[src/sv/smas_pkg.sv]
// ----------------------------------------------------------------------------
// smas_pkg
// Shared constants for the stroke moving-average smoother: register map,
// register widths and reset values, and parameter defaults.
// ----------------------------------------------------------------------------
package smas_pkg;

    // parameter defaults
    localparam int DEF_MAX_HALF_WINDOW = 8;
    localparam int DEF_COORD_BITS      = 16;

    // configuration port
    localparam int APB_DW = 32;
    localparam int APB_AW = 3;

    // register indexes (word address = paddr[2])
    localparam logic REG_HALF_WINDOW = 1'b0;

    // half_window register
    localparam int               HALF_W_W   = 4;
    localparam logic [HALF_W_W-1:0] HALF_W_RST = 4'd2;

    // saturating count of points in the current stroke
    localparam int SEEN_W = 16;

endpackage

[src/sv/smas_div.sv]
// ----------------------------------------------------------------------------
// smas_div
// Sequential signed-by-unsigned divider, one quotient bit per cycle.
// Quotient truncates toward zero; held stable after done until next start.
// ----------------------------------------------------------------------------
module smas_div #(
    parameter int DIVIDEND_W = 21,
    parameter int DIVISOR_W  = 5
) (
    input  logic                         i_clk,
    input  logic                         i_rst_n,
    input  logic                         i_start,
    input  logic signed [DIVIDEND_W-1:0] i_dividend,
    input  logic        [DIVISOR_W-1:0]  i_divisor,
    output logic                         o_done,
    output logic signed [DIVIDEND_W-1:0] o_quot
);

    localparam int CNT_W = (DIVIDEND_W > 1) ? $clog2(DIVIDEND_W) : 1;

    logic                  r_busy;
    logic                  r_done;
    logic [CNT_W-1:0]      r_cnt;
    logic [DIVIDEND_W-1:0] r_q;
    logic [DIVISOR_W-1:0]  r_rem;
    logic [DIVISOR_W-1:0]  r_dvs;
    logic                  r_neg;

    logic [DIVISOR_W:0]    shifted;
    logic                  fits;

    // one restoring step
    assign shifted = {r_rem, r_q[DIVIDEND_W-1]};
    assign fits    = shifted >= {1'b0, r_dvs};

    // control
    always_ff @(posedge i_clk) begin
        if (!i_rst_n) begin
            r_busy <= 1'b0;
            r_done <= 1'b0;
            r_cnt  <= '0;
        end else begin
            r_done <= 1'b0;
            if (i_start) begin
                r_busy <= 1'b1;
                r_cnt  <= '0;
            end else if (r_busy) begin
                r_cnt <= r_cnt + 1'b1;
                if (r_cnt == CNT_W'(DIVIDEND_W - 1)) begin
                    r_busy <= 1'b0;
                    r_done <= 1'b1;
                end
            end
        end
    end

    // datapath: magnitude shifts out as quotient bits shift in
    always_ff @(posedge i_clk) begin
        if (i_start) begin
            r_neg <= i_dividend[DIVIDEND_W-1];
            r_q   <= i_dividend[DIVIDEND_W-1] ? DIVIDEND_W'(-i_dividend)
                                              : DIVIDEND_W'(i_dividend);
            r_rem <= '0;
            r_dvs <= i_divisor;
        end else if (r_busy) begin
            r_rem <= fits ? DIVISOR_W'(shifted - {1'b0, r_dvs}) : DIVISOR_W'(shifted);
            r_q   <= {r_q[DIVIDEND_W-2:0], fits};
        end
    end

    assign o_done = r_done;
    assign o_quot = r_neg ? -$signed(r_q) : $signed(r_q);

endmodule

[src/sv/stroke_moving_average_smoother_core.sv]
// ----------------------------------------------------------------------------
// stroke_moving_average_smoother_core
// Centered moving average over 2k+1 points of a pen stroke, edges replicated.
// Point history lives in a ring memory; sums are read back point by point
// and divided by 2k+1 in bit-serial dividers, one per coordinate.
//
//  channel   dir  handshake                 payload
//  s_*       in   i_s_tvalid / o_s_tready   tdata {y, x}, tlast = end_of_stroke
//  m_*       out  o_m_tvalid / i_m_tready   tdata {y, x}, tlast = stroke_done
//  apb       in   psel & penable, pready=1  reg 0 half_window (4 bits)
//
// A point that completes no window leaves o_s_tready high. Each smoothed
// point takes ring reads over its window (one memory read per cycle), one
// divider start, a wait on the divider and an output load, all after the
// accept. An end-of-stroke beat flushes up to k+1 points one after another.
// o_s_tready is low while points are being computed; a full output register
// stalls only the final load.
// Reset is synchronous; it clears control state and sets half_window to 2.
// ----------------------------------------------------------------------------
module stroke_moving_average_smoother_core
    import smas_pkg::*;
#(
    parameter int MAX_HALF_WINDOW = DEF_MAX_HALF_WINDOW,
    parameter int COORD_BITS      = DEF_COORD_BITS,
    localparam int TDATA_W        = ((2 * COORD_BITS + 7) / 8) * 8
) (
    input  logic               i_clk,
    input  logic               i_rst_n,
    // input stream
    input  logic               i_s_tvalid,
    output logic               o_s_tready,
    input  logic [TDATA_W-1:0] i_s_tdata,   // in_x, in_y, zero pad
    input  logic               i_s_tlast,
    // output stream
    output logic               o_m_tvalid,
    input  logic               i_m_tready,
    output logic [TDATA_W-1:0] o_m_tdata,   // out_x, out_y, zero pad
    output logic               o_m_tlast,
    // configuration
    input  logic               psel,
    input  logic               penable,
    input  logic               pwrite,
    input  logic [APB_AW-1:0]  paddr,
    input  logic [APB_DW-1:0]  pwdata,
    output logic [APB_DW-1:0]  prdata,
    output logic               pready
);

    localparam int CW    = COORD_BITS;
    localparam int DEPTH = 2 * MAX_HALF_WINDOW + 1;
    localparam int HW    = $clog2(DEPTH);
    localparam int KW    = $clog2(MAX_HALF_WINDOW + 1);
    localparam int CNTW  = $clog2(DEPTH + 1);
    localparam int AW    = CNTW + 2;
    localparam int SW    = CW + $clog2(DEPTH);
    localparam int DVW   = $clog2(DEPTH + 1);

    localparam logic [2:0] S_IDLE = 3'd0;
    localparam logic [2:0] S_ACC  = 3'd1;
    localparam logic [2:0] S_DIVS = 3'd2;
    localparam logic [2:0] S_DIVW = 3'd3;
    localparam logic [2:0] S_OUT  = 3'd4;

    // registers
    logic [HALF_W_W-1:0] r_hw;
    logic [2:0]          r_state, n_state;
    logic [HW-1:0]       r_head, n_head;
    logic [SEEN_W-1:0]   r_seen, n_seen;
    logic [SEEN_W-1:0]   r_m, n_m;
    logic [KW-1:0]       r_k, n_k;
    logic [KW-1:0]       r_d, n_d;
    logic                r_last, n_last;
    logic [CNTW-1:0]     r_cnt, n_cnt;
    logic signed [SW-1:0] r_sx, n_sx;
    logic signed [SW-1:0] r_sy, n_sy;
    logic                r_ovld, n_ovld;
    logic [CW-1:0]       r_ox, n_ox;
    logic [CW-1:0]       r_oy, n_oy;
    logic                r_olast, n_olast;

    // history ring
    logic [2*CW-1:0]     mem [DEPTH];
    logic [2*CW-1:0]     r_rd;
    logic [HW-1:0]       rd_addr;
    logic [HW-1:0]       head_inc;
    logic                in_beat;

    // window arithmetic
    logic [KW-1:0]        k_cfg;
    logic [SEEN_W-1:0]    seen_inc;
    logic [SEEN_W-1:0]    m_new;
    logic signed [AW-1:0] age_s;
    logic [AW-1:0]        age_u;
    logic [HW-1:0]        age_c;
    logic [HW:0]          addr_wrap;

    // divider
    logic                 div_start;
    logic                 done_x, done_y;
    logic signed [SW-1:0] q_x, q_y;
    logic [DVW-1:0]       divisor;

    // ------------------------------------------------------------------
    // configuration register
    always_ff @(posedge i_clk) begin
        if (!i_rst_n) begin
            r_hw <= HALF_W_RST;
        end else if (psel && penable && pwrite && paddr[2] == REG_HALF_WINDOW) begin
            r_hw <= pwdata[HALF_W_W-1:0];
        end
    end

    assign pready = 1'b1;
    assign prdata = (paddr[2] == REG_HALF_WINDOW) ? APB_DW'(r_hw) : '0;

    // clamp k to the ring size
    assign k_cfg = (int'(r_hw) > MAX_HALF_WINDOW) ? KW'(MAX_HALF_WINDOW) : KW'(r_hw);

    // ------------------------------------------------------------------
    // ring write / read
    assign in_beat  = i_s_tvalid && o_s_tready;
    assign head_inc = (r_head == HW'(DEPTH - 1)) ? '0 : r_head + 1'b1;

    // age of the point read this cycle: d + k - j, clamped to [0, m]
    assign age_s = AW'(r_d) + AW'(r_k) - AW'(r_cnt);
    assign age_u = age_s;
    always_comb begin
        if (age_s < 0) begin
            age_c = '0;
        end else if (SEEN_W'(age_u) > r_m) begin
            age_c = HW'(r_m);
        end else begin
            age_c = HW'(age_u);
        end
    end
    assign addr_wrap = {1'b0, r_head} + (HW + 1)'(DEPTH) - {1'b0, age_c};
    assign rd_addr   = (r_head >= age_c) ? r_head - age_c : HW'(addr_wrap);

    always_ff @(posedge i_clk) begin
        if (in_beat) begin
            mem[head_inc] <= {i_s_tdata[2*CW-1:CW], i_s_tdata[CW-1:0]};
        end
        r_rd <= mem[rd_addr];
    end

    // ------------------------------------------------------------------
    // sequencer
    assign seen_inc = (&r_seen) ? r_seen : r_seen + 1'b1;
    assign m_new    = seen_inc - 1'b1;

    always_comb begin
        n_state = r_state;
        n_head  = r_head;
        n_seen  = r_seen;
        n_m     = r_m;
        n_k     = r_k;
        n_d     = r_d;
        n_last  = r_last;
        n_cnt   = r_cnt;
        n_sx    = r_sx;
        n_sy    = r_sy;
        n_ovld  = r_ovld;
        n_ox    = r_ox;
        n_oy    = r_oy;
        n_olast = r_olast;

        if (o_m_tvalid && i_m_tready) begin
            n_ovld = 1'b0;
        end

        case (r_state)
            S_IDLE: begin
                if (in_beat) begin
                    n_head = head_inc;
                    n_k    = k_cfg;
                    n_last = i_s_tlast;
                    n_m    = m_new;
                    n_seen = i_s_tlast ? '0 : seen_inc;
                    n_cnt  = '0;
                    n_sx   = '0;
                    n_sy   = '0;
                    if (i_s_tlast) begin
                        n_d     = (m_new < SEEN_W'(k_cfg)) ? KW'(m_new) : k_cfg;
                        n_state = S_ACC;
                    end else if (m_new >= SEEN_W'(k_cfg)) begin
                        n_d     = k_cfg;
                        n_state = S_ACC;
                    end
                end
            end
            S_ACC: begin
                // read issued at cnt, data summed in the following cycle
                n_cnt = r_cnt + 1'b1;
                if (r_cnt != '0) begin
                    n_sx = r_sx + SW'($signed(r_rd[CW-1:0]));
                    n_sy = r_sy + SW'($signed(r_rd[2*CW-1:CW]));
                end
                if (r_cnt == CNTW'({r_k, 1'b1})) begin
                    n_state = S_DIVS;
                end
            end
            S_DIVS: begin
                n_state = S_DIVW;
            end
            S_DIVW: begin
                if (done_x && done_y) begin
                    n_state = S_OUT;
                end
            end
            S_OUT: begin
                if (!r_ovld || i_m_tready) begin
                    n_ovld  = 1'b1;
                    n_ox    = q_x[CW-1:0];
                    n_oy    = q_y[CW-1:0];
                    n_olast = r_last && (r_d == '0);
                    if (r_last && r_d != '0) begin
                        n_d     = r_d - 1'b1;
                        n_cnt   = '0;
                        n_sx    = '0;
                        n_sy    = '0;
                        n_state = S_ACC;
                    end else begin
                        n_state = S_IDLE;
                    end
                end
            end
            default: begin
                n_state = S_IDLE;
            end
        endcase
    end

    always_ff @(posedge i_clk) begin
        if (!i_rst_n) begin
            r_state <= S_IDLE;
            r_head  <= '0;
            r_seen  <= '0;
            r_ovld  <= 1'b0;
        end else begin
            r_state <= n_state;
            r_head  <= n_head;
            r_seen  <= n_seen;
            r_ovld  <= n_ovld;
        end
    end

    // payload and per-item work registers
    always_ff @(posedge i_clk) begin
        r_m     <= n_m;
        r_k     <= n_k;
        r_d     <= n_d;
        r_last  <= n_last;
        r_cnt   <= n_cnt;
        r_sx    <= n_sx;
        r_sy    <= n_sy;
        r_ox    <= n_ox;
        r_oy    <= n_oy;
        r_olast <= n_olast;
    end

    // ------------------------------------------------------------------
    // divide by window length
    assign div_start = (r_state == S_DIVS);
    assign divisor   = DVW'({r_k, 1'b1});

    smas_div #(
        .DIVIDEND_W (SW),
        .DIVISOR_W  (DVW)
    ) u_div_x (
        .i_clk      (i_clk),
        .i_rst_n    (i_rst_n),
        .i_start    (div_start),
        .i_dividend (r_sx),
        .i_divisor  (divisor),
        .o_done     (done_x),
        .o_quot     (q_x)
    );

    smas_div #(
        .DIVIDEND_W (SW),
        .DIVISOR_W  (DVW)
    ) u_div_y (
        .i_clk      (i_clk),
        .i_rst_n    (i_rst_n),
        .i_start    (div_start),
        .i_dividend (r_sy),
        .i_divisor  (divisor),
        .o_done     (done_y),
        .o_quot     (q_y)
    );

    // ------------------------------------------------------------------
    // ports
    assign o_s_tready = (r_state == S_IDLE);
    assign o_m_tvalid = r_ovld;
    assign o_m_tdata  = TDATA_W'({r_oy, r_ox});
    assign o_m_tlast  = r_olast;

endmodule

[config.mk]
export PLATFORM = sky130hd
export DESIGN_NAME = stroke_moving_average_smoother_core
export DESIGN_NICKNAME = d
export VERILOG_FILES = /design/src/sv/smas_pkg.sv /design/src/sv/smas_div.sv /design/src/sv/stroke_moving_average_smoother_core.sv
export SDC_FILE = /design/constraint.sdc
export NUM_CORES = 1
export LEC_CHECK = 0
export BUFFER_PORTS_ARGS = -buffer_cell sky130_fd_sc_hd__buf_2
export CORE_MARGIN = 5
export CORE_UTILIZATION = 56
export CTS_CLUSTER_DIAMETER = 50
export DETAILED_ROUTE_END_ITERATION = 6
export HOLD_SLACK_MARGIN = 0.05
export PLACE_DENSITY = 0.73
export SLEW_MARGIN = 20
export SYNTH_ARGS = -nofsm -noshare
export SYNTH_HDL_FRONTEND = slang
export SYNTH_SLANG_ARGS = --single-unit
[constraint.sdc]
create_clock -name i_clk -period 5.7 [get_ports i_clk]
set_input_delay 0 -clock i_clk [delete_from_list [all_inputs] [get_ports i_clk]]
set_output_delay 0 -clock i_clk [all_outputs]
set_load 0.005 [all_outputs]
==> results by group, run 1 <==
Outcome
  – Status: finished, violations left
  – Failing checks: setup timing

Drt
  – DR pass1 iterations: 5
  – Drt wl/cell: 23.07 µm
  – Vias per cell: 5.936
  – Routed WL: 81.34 mm
  – Post-route ant nets: 0
  – Via count: 20930
  – DR DRC count: 0
  – Initial detailed-routing violation count: 2087

Timing
  – Fin crit period: 5.957 ns
  – FMAX: 167.9 MHz
  – RSZ-0062 raised after global routing: yes
  – Worst-margin pin slew: 1.071 ns
  – Final worst slack: -0.2567 ns
  – Crit share post-route: 1.045
  – Setup Skew: 0.03252 ns
  – Max transition margin: 0.2812
  – Final setup vio count: 32
  – Final slew viol count: 0
  – Count of final hold-check violations: 0
  – Setup TNS Final: -6.013 ns

Place
  – GPL Wtd Cong: 0.8566
  – Post-DP HPWL: 47.41 mm
  – Port bufs: 83
  – Inst Count DP: 3250
  – Pre-CTS WS: -0.2997 ns

GRT
  – Overall Global Routing Usage: 0.2423
  – First-pass GRT wire length: 125.7 mm
  – Antenna violations before repair: 3
  – Pin count of the biggest net entering global routing: 52
  – Vias in the first global route: 21390
  – GRT overflow: 0

Clock tree
  – Clock-pin slew on the worst setup and hold paths: 0.07 ns
  – Clk buf depth: 3
  – Worst-Skew Late Latency: 0.66 ns
  – CTS Root Cell: clkbuf_16
  – H-tree levels: 3
  – Cts bufs inserted: 87
  – CTS Sinks: 782
  – CTS tree: done

Synthesis
  – Flop and latch count out of synthesis: 782
  – EDFF count, synth: 697
  – Post-Syn Instances: 2332
  – Post-synth cell types: 79
  – Share of the synthesized area in the top cell type: 0.5997
  – Post-Syn Area: 34900 µm²
  – Synth Flop Type: edfxtp_1
  – Post-synth top area cell: edfxtp_1
  – Syn avg cell area: 14.97 µm²
  – Largest cells by area after synthesis: edfxtp_1 (60%), mux4_2 (8.3%), dfxtp_1 (4.9%)
  – Seq/Total Area, Yosys: 0.6485
  – Async S/R FF share, synth: 0
  – Yosys warnings: 0

Flow run
  – Max-cap violation count: 0

Worst setup path
  – CP Launch Type: flip-flop
  – CP max-delay cell: fa_1
  – Crit path largest cell delay: 0.57 ns
  – Worst path arrival time: 6.47 ns
  – Worst EP required: 6.21 ns
  – CP Class: reg2reg
  – CP Max Fanout: 8
  – Crit. End Element: flip-flop

Floorplanning
  – Die Area: 67410 µm²
  – Die Y: 259.6 µm
  – Die width: 259.6 µm
  – Rows: 91
  – Num ports: 143
  – Initial cell density of the core: 0.5655
  – Core Area: 61710 µm²

Cells and area
  – Final cell count without fillers: 3525
  – Area delta synth->final: 19.20%
  – Final Net Count: 2791
  – Share of layout cells above drive strength 1: 0.2229

Min path
  – Hold WC Path Type: in2out
==> final timing paths <==
kind,start,slack [ns],cells after the start,endpoint
worst max-delay path,r_k[1],-0.26,31,r_rd[18]
worst min-delay path,paddr[2],0.27,3,prdata[3]
worst max register to register,r_k[1],-0.26,31,r_rd[18]
worst min register to register,mem[16][17],0.45,2,r_rd[17]
==> cell usage after synthesis (25+ instances only) <==
master,number
o31ai_1,25
mux2i_1,93
nor2_1,121
clkbuf_1,58
mux4_2,128
o221ai_1,31
inv_1,86
ha_1,92
nand2b_1,32
nand2_1,178
xnor2_1,73
xor2_1,65
nor2b_1,37
o21ai_0,89
buf_4,30
edfxtp_1,697
a21oi_1,67
dfxtp_1,85
nor3_1,45
==> layout make-up <==
type	instances	area, µm²
Timing Repair Buffer	282	2738
Clock buffer	117	2401
Multi-Input combinational cell	1373	11910
Antenna cell	1	2.502
Inverter	86	322.8
Tap cell	837	1047
Fill cell	4035	20110
Clock inverter	47	548.0
Sequential cell	782	22630
==> cells in the final DEF (no fill, tap or decap), types with 23 or more instances in the layout <==
cell,instances
dfxtp_1,85
nor3_1,45
nand3_1,23
dlygate4sd3_1,50
a21oi_1,61
o21ai_0,84
nor2_1,104
o31ai_1,25
o221ai_1,29
buf_2,83
edfxtp_1,697
mux4_2,128
ha_1,86
inv_1,79
mux2i_1,81
nor2b_1,37
xnor2_1,70
buf_4,94
conb_1,29
xor2_1,65
clkbuf_16,89
nand2b_1,31
nand2_1,177
==> logic make-up (layout without fill, tap and decap cells) <==
group                      Yosys count  in the layout  share of synthesized area
other                                2             30                  0.0002152
DFF                                782            782                     0.6485
xor gates and xnor gates           139            139                    0.03510
muxes                              222            222                     0.1096
buffers and inverters              204            532                    0.02610
AOI/OAI and AO/OA                  318            318                    0.05937
adders and majority gates          104            104                    0.03987
and+or+nand+nor                    561            561                    0.08128
==> sequential cells by signal (all words and copies together), names as in the netlist, 5 cells and up <==
register,flops
mem,544
r_cnt,5
r_head,5
r_m,16
r_ox,16
r_oy,16
r_rd,32
r_seen,16
r_sx,21
r_sy,21
u_div_x.r_cnt,5
u_div_x.r_q,21
u_div_x.r_rem,5
u_div_y.r_cnt,5
u_div_y.r_q,21
u_div_y.r_rem,5
==> what timing repair did <==
| action | CTS | global route |
|---|---|---|
| hold buffers | 50 | 0 |
| buffers inserted | 43 | 9 |
| cloned | 15 | 1 |
| endpoints found under the setup margin | 32 | 32 |
| pin swaps | 29 | 28 |
| gates resized for setup | 65 | 35 |
| endpoints found under the hold margin | 582 | 0 |
==> worst max-delay path, delay by kind of cell (launching register included) <==
family,cells,cell delay (ns)
fa+ha+maj,4,1.36
buf+inv,8,1.00
simple gates,4,0.38
mux,3,0.92
compound gates,10,1.51
flops,1,0.37
xor+xnor,2,0.26
==> metrics by stage <==
step	hold WS [ns]	instance area, µm²	util
finish	0.2729	41600	0.6741
global route	0.2841	41600	0.6741
CTS	0.2514	41520	0.6729
detailed placement	0.2288	37000	0.5995
global placement	0.2187	37000	0.5995
floorplan	0.02691	35070	-
==> metal layers <==
layer | vias to the layer above | share of wire | track usage | wire, µm
met5 | - | 0.00016 | 0 | 13
met4 | 2 | 0.027 | 0.07427 | 2218
met3 | 155 | 0.077 | 0.03806 | 6244
met2 | 846 | 0.50 | 0.4068 | 40520
met1 | 10440 | 0.40 | 0.3319 | 32340
li1 | 9479 | - | - | -
Power of run 1 is not shown: default switching activity piles up to over one toggle a cycle in this logic, so the estimate is an artifact.
==> run 2: changes to the inputs <==
Settings changed: SYNTH_HIERARCHICAL from default to 1.
==> results by group, run 2 <==
Outcome
  – Status: finished, violations left (unchanged)
  – Failing checks: setup timing (unchanged)

Floorplanning
  – Die Area: 68860 µm² (was 67410 µm²)
  – Core Area: 63080 µm² (was 61710 µm²)
  – Rows: 92 (was 91)
  – Die width: 262.4 µm (was 259.6 µm)
  – Die Y: 262.4 µm (was 259.6 µm)
  – Num ports: 143 (unchanged)
  – Initial cell density of the core: 0.5657 (was 0.5655)

Worst setup path
  – Worst R2R Setup Slack: -0.09 ns (was -0.26 ns)
  – CP Class: reg2reg (unchanged)
  – Worst R2R Start: r_k[1] (unchanged)
  – Crit. End Element: flip-flop (unchanged)
  – CP bufs+invs: 9 (was 8)
  – CP max-delay cell: fa_1 (unchanged)
  – Crit path largest cell delay: 0.58 ns (was 0.57 ns)
  – CP startpoint: r_k[1] (unchanged)
  – Worst EP required: 6.22 ns (was 6.21 ns)
  – RR Endpoint: r_rd[10] (was r_rd[18])
  – CP Launch Type: flip-flop (unchanged)
  – CP Max Fanout: 7 (was 8)
  – Levels on crit path: 35 (was 31)
  – R2R cell count: 35 (was 31)
  – CP Capture Point: r_rd[10] (was r_rd[18])
  – Worst path arrival time: 6.30 ns (was 6.47 ns)
  – Worst path top cell family by delay: compound AO/OA/AOI/OAI gates (unchanged)

GRT
  – First-pass GRT wire length: 129.3 mm (was 125.7 mm)
  – Vias in the first global route: 22300 (was 21390)
  – Overall Global Routing Usage: 0.2373 (was 0.2423)
  – GRT overflow: 0 (unchanged)
  – Pin count of the biggest net entering global routing: 64 (was 52)
  – Antenna violations before repair: 3 (unchanged)

Timing
  – Fin crit period: 5.785 ns (was 5.957 ns)
  – Final slew viol count: 0 (unchanged)
  – Max transition margin: 0.2783 (was 0.2812)
  – Final setup vio count: 16 (was 32)
  – Final worst slack: -0.08546 ns (was -0.2567 ns)
  – Crit share post-route: 1.015 (was 1.045)
  – FMAX: 172.8 MHz (was 167.9 MHz)
  – Worst-margin pin slew: 1.080 ns (was 1.071 ns)
  – RSZ-0062 raised after global routing: yes (unchanged)
  – Count of final hold-check violations: 0 (unchanged)
  – Setup Skew: 0.02962 ns (was 0.03252 ns)

Clock tree
  – CTS Sinks: 788 (was 782)
  – Cts bufs inserted: 86 (was 87)
  – H-tree levels: 3 (unchanged)
  – CTS tree: done (unchanged)
  – Clk buf depth: 3 (unchanged)
  – CTS Root Cell: clkbuf_16 (unchanged)
  – Worst-Skew Late Latency: 0.65 ns (was 0.66 ns)
  – Clock-pin slew on the worst setup and hold paths: 0.06 ns (was 0.07 ns)

Place
  – Inst Count DP: 3422 (was 3250)
  – Port bufs: 83 (unchanged)
  – Post-DP HPWL: 49.13 mm (was 47.41 mm)
  – GPL Wtd Cong: 0.8567 (was 0.8566)

Drt
  – Post-route ant nets: 0 (unchanged)
  – Routed WL: 84.14 mm (was 81.34 mm)
  – Via count: 22330 (was 20930)
  – Vias per cell: 6.051 (was 5.936)
  – DR pass1 iterations: 6 (was 5)
  – DR DRC count: 0 (unchanged)
  – Drt wl/cell: 22.80 µm (was 23.07 µm)
  – Initial detailed-routing violation count: 2151 (was 2087)

Cells and area
  – FF/Latch Area: 22810 µm² (was 22630 µm²)
  – Layout fillers: 4231 (was 4035)
  – Area delta synth->final: 18.63% (was 19.20%)
  – Share of layout cells above drive strength 1: 0.2238 (was 0.2229)
  – Fin util: 0.6711 (was 0.6741)
  – Area of the multi-input gates: 12310 µm² (was 11910 µm²)
  – Commonest non-fill, non-tap cell in the layout: edfxtp_1 (unchanged)
  – Commonest non-fill, non-tap cells in the layout: edfxtp_1 (703), nand2_1 (209), nor2_1 (152), mux4_2 (128), buf_4 (100) (was edfxtp_1 (697), nand2_1 (177), mux4_2 (128), nor2_1 (104), buf_4 (94))
  – Final cell count without fillers: 3690 (was 3525)
  – Final Net Count: 2951 (was 2791)
  – Largest registers: mem: 544 flops, r_rd: 32 flops (unchanged)
  – Largest register by flop count: mem (unchanged)
  – Max FFs per register: 544 (unchanged)

Synthesis
  – Post-Syn Area: 35680 µm² (was 34900 µm²)
  – Yosys warnings: 6 (was 0)
  – Post-Syn Instances: 2494 (was 2332)
  – Syn avg cell area: 14.31 µm² (was 14.97 µm²)

Min path
  – Hold WC Path Type: in2out (unchanged)

Flow run
  – Max-cap violation count: 0 (unchanged)
## run 2: changes by cell type in the layout (fill, tap and decap cells not counted), moves of 13 or more
cell | before | now
a21oi_1 | 61 | 94
nand4_1 | 16 | 56
o221ai_1 | 29 | 1
nand2_2 | 1 | 18
o21ai_1 | 9 | 26
nor2b_1 | 37 | 23
a311oi_1 | 0 | 13
nand2_1 | 177 | 209
nor2_1 | 104 | 152
o21ai_0 | 84 | 50
mux2i_1 | 81 | 27
nand2b_1 | 31 | 12
a31oi_1 | 8 | 41
## run 2: per-stage QoR
stage | instance area, µm² | worst slack [ns] | hold slack, ns | setup TNS (ns)
finish | 42330 | -0.08546 | 0.2827 | -0.4082
global route | 42330 | -0.4236 | 0.2646 | -11.16
CTS | 42000 | -0.06385 | 0.2325 | -0.7209
detailed placement | 37870 | -0.2033 | 0.2350 | -4.821
global placement | 37870 | -0.1265 | 0.2289 | -2.723
floorplan | 35840 | 0.02340 | 0.02691 | 0
## run 2: timing repair
| item | 4_1_cts | 5_1_grt |
|---|---|---|
| hold endpoints to repair | 590 | 0 |
| setup buffers | 37 | 12 |
| gates cloned | 10 | 5 |
| setup endpoints to repair | 32 | 32 |
| hold buffers | 45 | 0 |
| resized for setup | 95 | 29 |
| pin swaps | 48 | 34 |
## run 2: layout make-up
type	count	area share
Sequential cell	788	0.5389
Multi-Input combinational cell	1499	0.2909
Timing Repair Buffer	302	0.07156
Clock buffer	113	0.05518
Tap cell	846	0.02501
Clock inverter	47	0.01008
Inverter	93	0.008247
Antenna cell	2	0.0001182
## run 2: tightest hold or removal path: cells and delay by family
kind                   cells  cell delay [ns]
buffers and inverters      2             0.24
and+or+nand+nor            1             0.05
## run 2: routing by layer
layer | GRT usage | vias up | part of all wire
li1 | - | 10070 | -
met1 | 0.3158 | 11070 | 0.39
met2 | 0.4052 | 1014 | 0.50
met3 | 0.03960 | 172 | 0.079
met4 | 0.07490 | 2 | 0.028
met5 | 0 | - | 0.00015
## run 2: worst min-delay path by stage
| stage | start | endpoint | slack, ns | cells past startpoint |
|---|---|---|---|---|
| 2_1_floorplan | paddr[2] | prdata[3] | 0.03 | 1 |
| 3_3_place_gp | pwdata[1] | r_hw[1] | 0.23 | 3 |
| 3_5_place_dp | pwdata[1] | r_hw[1] | 0.23 | 3 |
| 4_1_cts | i_s_tlast | r_last | 0.23 | 2 |
| 5_1_grt | i_s_tlast | r_last | 0.26 | 2 |
| 6_report | paddr[2] | prdata[1] | 0.28 | 3 |
Power of run 2 is left out for the same reason.
==> run 3: changes to the inputs <==
Settings changed: RECOVER_POWER from default to 100.
==> results by group, run 3 (same netlist as run 2, synthesis figures left out) <==
Clock tree
  – H-tree levels: 3 (unchanged)
  – Worst-Skew Late Latency: 0.65 ns (about the same)
  – CTS tree: done (unchanged)
  – Cts bufs inserted: 86 (unchanged)
  – Clk buf depth: 3 (unchanged)
  – CTS Sinks: 788 (unchanged)
  – CTS Root Cell: clkbuf_16 (unchanged)
  – Clock-pin slew on the worst setup and hold paths: 0.06 ns (about the same)

Worst setup path
  – CP max-delay cell: fa_1 (unchanged)
  – CP startpoint: r_k[1] (unchanged)
  – Worst path arrival time: 6.29 ns (was 6.30 ns)
  – Worst EP required: 6.22 ns (about the same)
  – R2R cell count: 35 (unchanged)
  – CP Max Fanout: 7 (unchanged)
  – CP Launch Type: flip-flop (unchanged)
  – Crit path largest cell delay: 0.58 ns (about the same)
  – Worst R2R Start: r_k[1] (unchanged)
  – CP Class: reg2reg (unchanged)
  – Crit. End Element: flip-flop (unchanged)

Timing
  – Fin crit period: 5.775 ns (was 5.785 ns)
  – Setup Skew: 0.02819 ns (was 0.02962 ns)
  – Crit share post-route: 1.013 (was 1.015)
  – FMAX: 173.2 MHz (was 172.8 MHz)
  – Worst-margin pin slew: 1.079 ns (was 1.080 ns)
  – Final slew viol count: 0 (unchanged)
  – Max transition margin: 0.2788 (was 0.2783)
  – Count of final hold-check violations: 0 (unchanged)
  – Final worst slack: -0.07467 ns (was -0.08546 ns)
  – RSZ-0062 raised after global routing: yes (unchanged)
  – Final setup vio count: 13 (was 16)
  – Setup TNS Final: -0.3107 ns (was -0.4082 ns)

Place
  – Post-DP HPWL: 49.13 mm (unchanged)
  – Pre-CTS WS: -0.2033 ns (unchanged)
  – GPL Wtd Cong: 0.8567 (unchanged)
  – Port bufs: 83 (unchanged)

GRT
  – Vias in the first global route: 22300 (unchanged)
  – First-pass GRT wire length: 129.3 mm (unchanged)
  – Pin count of the biggest net entering global routing: 64 (unchanged)
  – GRT overflow: 0 (unchanged)
  – Antenna violations before repair: 3 (unchanged)
  – Overall Global Routing Usage: 0.2373 (unchanged)

Floorplanning
  – Initial cell density of the core: 0.5657 (unchanged)
  – Die Area: 68860 µm² (unchanged)
  – Rows: 92 (unchanged)
  – Die width: 262.4 µm (unchanged)
  – Die Y: 262.4 µm (unchanged)
  – Num ports: 143 (unchanged)
  – Core Area: 63080 µm² (unchanged)

Drt
  – Initial detailed-routing violation count: 2269 (was 2151)
  – DR pass1 iterations: 5 (was 6)
  – DR DRC count: 0 (unchanged)
  – Vias per cell: 6.061 (was 6.051)
  – Routed WL: 84.22 mm (was 84.14 mm)
  – Drt wl/cell: 22.82 µm (was 22.80 µm)
  – Post-route ant nets: 0 (unchanged)
  – Via count: 22360 (was 22330)

Flow run
  – Max-cap violation count: 0 (unchanged)

Cells and area
  – Layout fillers: 4244 (was 4231)
  – Max FFs per register: 544 (unchanged)
  – Commonest non-fill, non-tap cell in the layout: edfxtp_1 (unchanged)
  – Fin util: 0.6703 (was 0.6711)
  – Largest registers: mem: 544 flops, r_rd: 32 flops (unchanged)
  – Final Net Count: 2951 (unchanged)
  – Share of layout cells above drive strength 1: 0.2115 (was 0.2238)
  – Commonest non-fill, non-tap cells in the layout: edfxtp_1 (703), nand2_1 (209), nor2_1 (152), mux4_2 (128), buf_4 (98) (was edfxtp_1 (703), nand2_1 (209), nor2_1 (152), mux4_2 (128), buf_4 (100))
  – Area delta synth->final: 18.50% (was 18.63%)
  – Largest register by flop count: mem (unchanged)

Min path
  – Critical hold path startpoint: paddr[2] (unchanged)
  – WHS Path Cells: 3 (unchanged)
  – Hold WC Path Type: in2out (unchanged)

Outcome
  – Failing checks: setup timing (unchanged)
  – Status: finished, violations left (unchanged)
[run 3: cell count changes in the layout (fill, tap and decap cells not counted)]
cell / change
clkbuf_1: +35
buf_2: -33
buf_4: -2
[run 3: repair_timing]
| item | in CTS | in global routing |
|---|---|---|
| setup buffers | 37 | 12 |
| pin swaps | 48 | 34 |
| resized for setup | 95 | 29 |
| hold buffers | 45 | 0 |
| cloned | 10 | 5 |
| endpoints found under the hold margin | 590 | 0 |
| endpoints found under the setup margin | 32 | 32 |
[run 3: per-layer routing]
metal  vias to the layer above  GRT usage  wire length [µm]
li1                      10070          -                 -
met2                      1036     0.4052             42350
met5                         -          0                13
met1                     11070     0.3158             32680
met3                       181    0.03960              6714
met4                         2    0.07490              2466
[run 3: area by class of cell]
class / count / area [µm²] / share of cell area
sequential: 788 / 22810 / 0.5395
multi-input combinational: 1499 / 12310 / 0.2912
tap: 846 / 1059 / 0.02503
inverter: 93 / 349.1 / 0.008256
timing repair buffer: 302 / 2980 / 0.07049
clock buffer: 113 / 2336 / 0.05525
antenna: 2 / 5.005 / 0.0001184
clock inverter: 47 / 426.7 / 0.01009
[run 3: metrics by stage]
step / cell area [µm²] / hold slack, ns / instances
after floorplan: 35840 / 0.02691 / 2523
after global placement: 37870 / 0.2289 / 3422
after detailed placement: 37870 / 0.2350 / 3422
after CTS: 42000 / 0.2325 / 3671
after global routing: 42280 / 0.3008 / 3690
final: 42280 / 0.2827 / 3690
[run 3: path summary, 6_finish.rpt]
kind | endpoint | slack [ns]
max reg2reg | r_rd[10] | -0.07
min | prdata[1] | 0.28
max | r_rd[10] | -0.07
min reg2reg | u_div_x/r_cnt[4] | 0.52
[run 3: worst max-delay path: cells and delay by family, from the launching register on]
| kind | cells | cell delay [ns] |
|---|---|---|
| simple gates | 9 | 0.77 |
| flops | 1 | 0.35 |
| buf+inv | 9 | 1.04 |
| mux | 2 | 0.55 |
| compound gates | 11 | 1.54 |
| fa+ha+maj | 4 | 1.35 |
Power of run 3 is left out for the same reason.
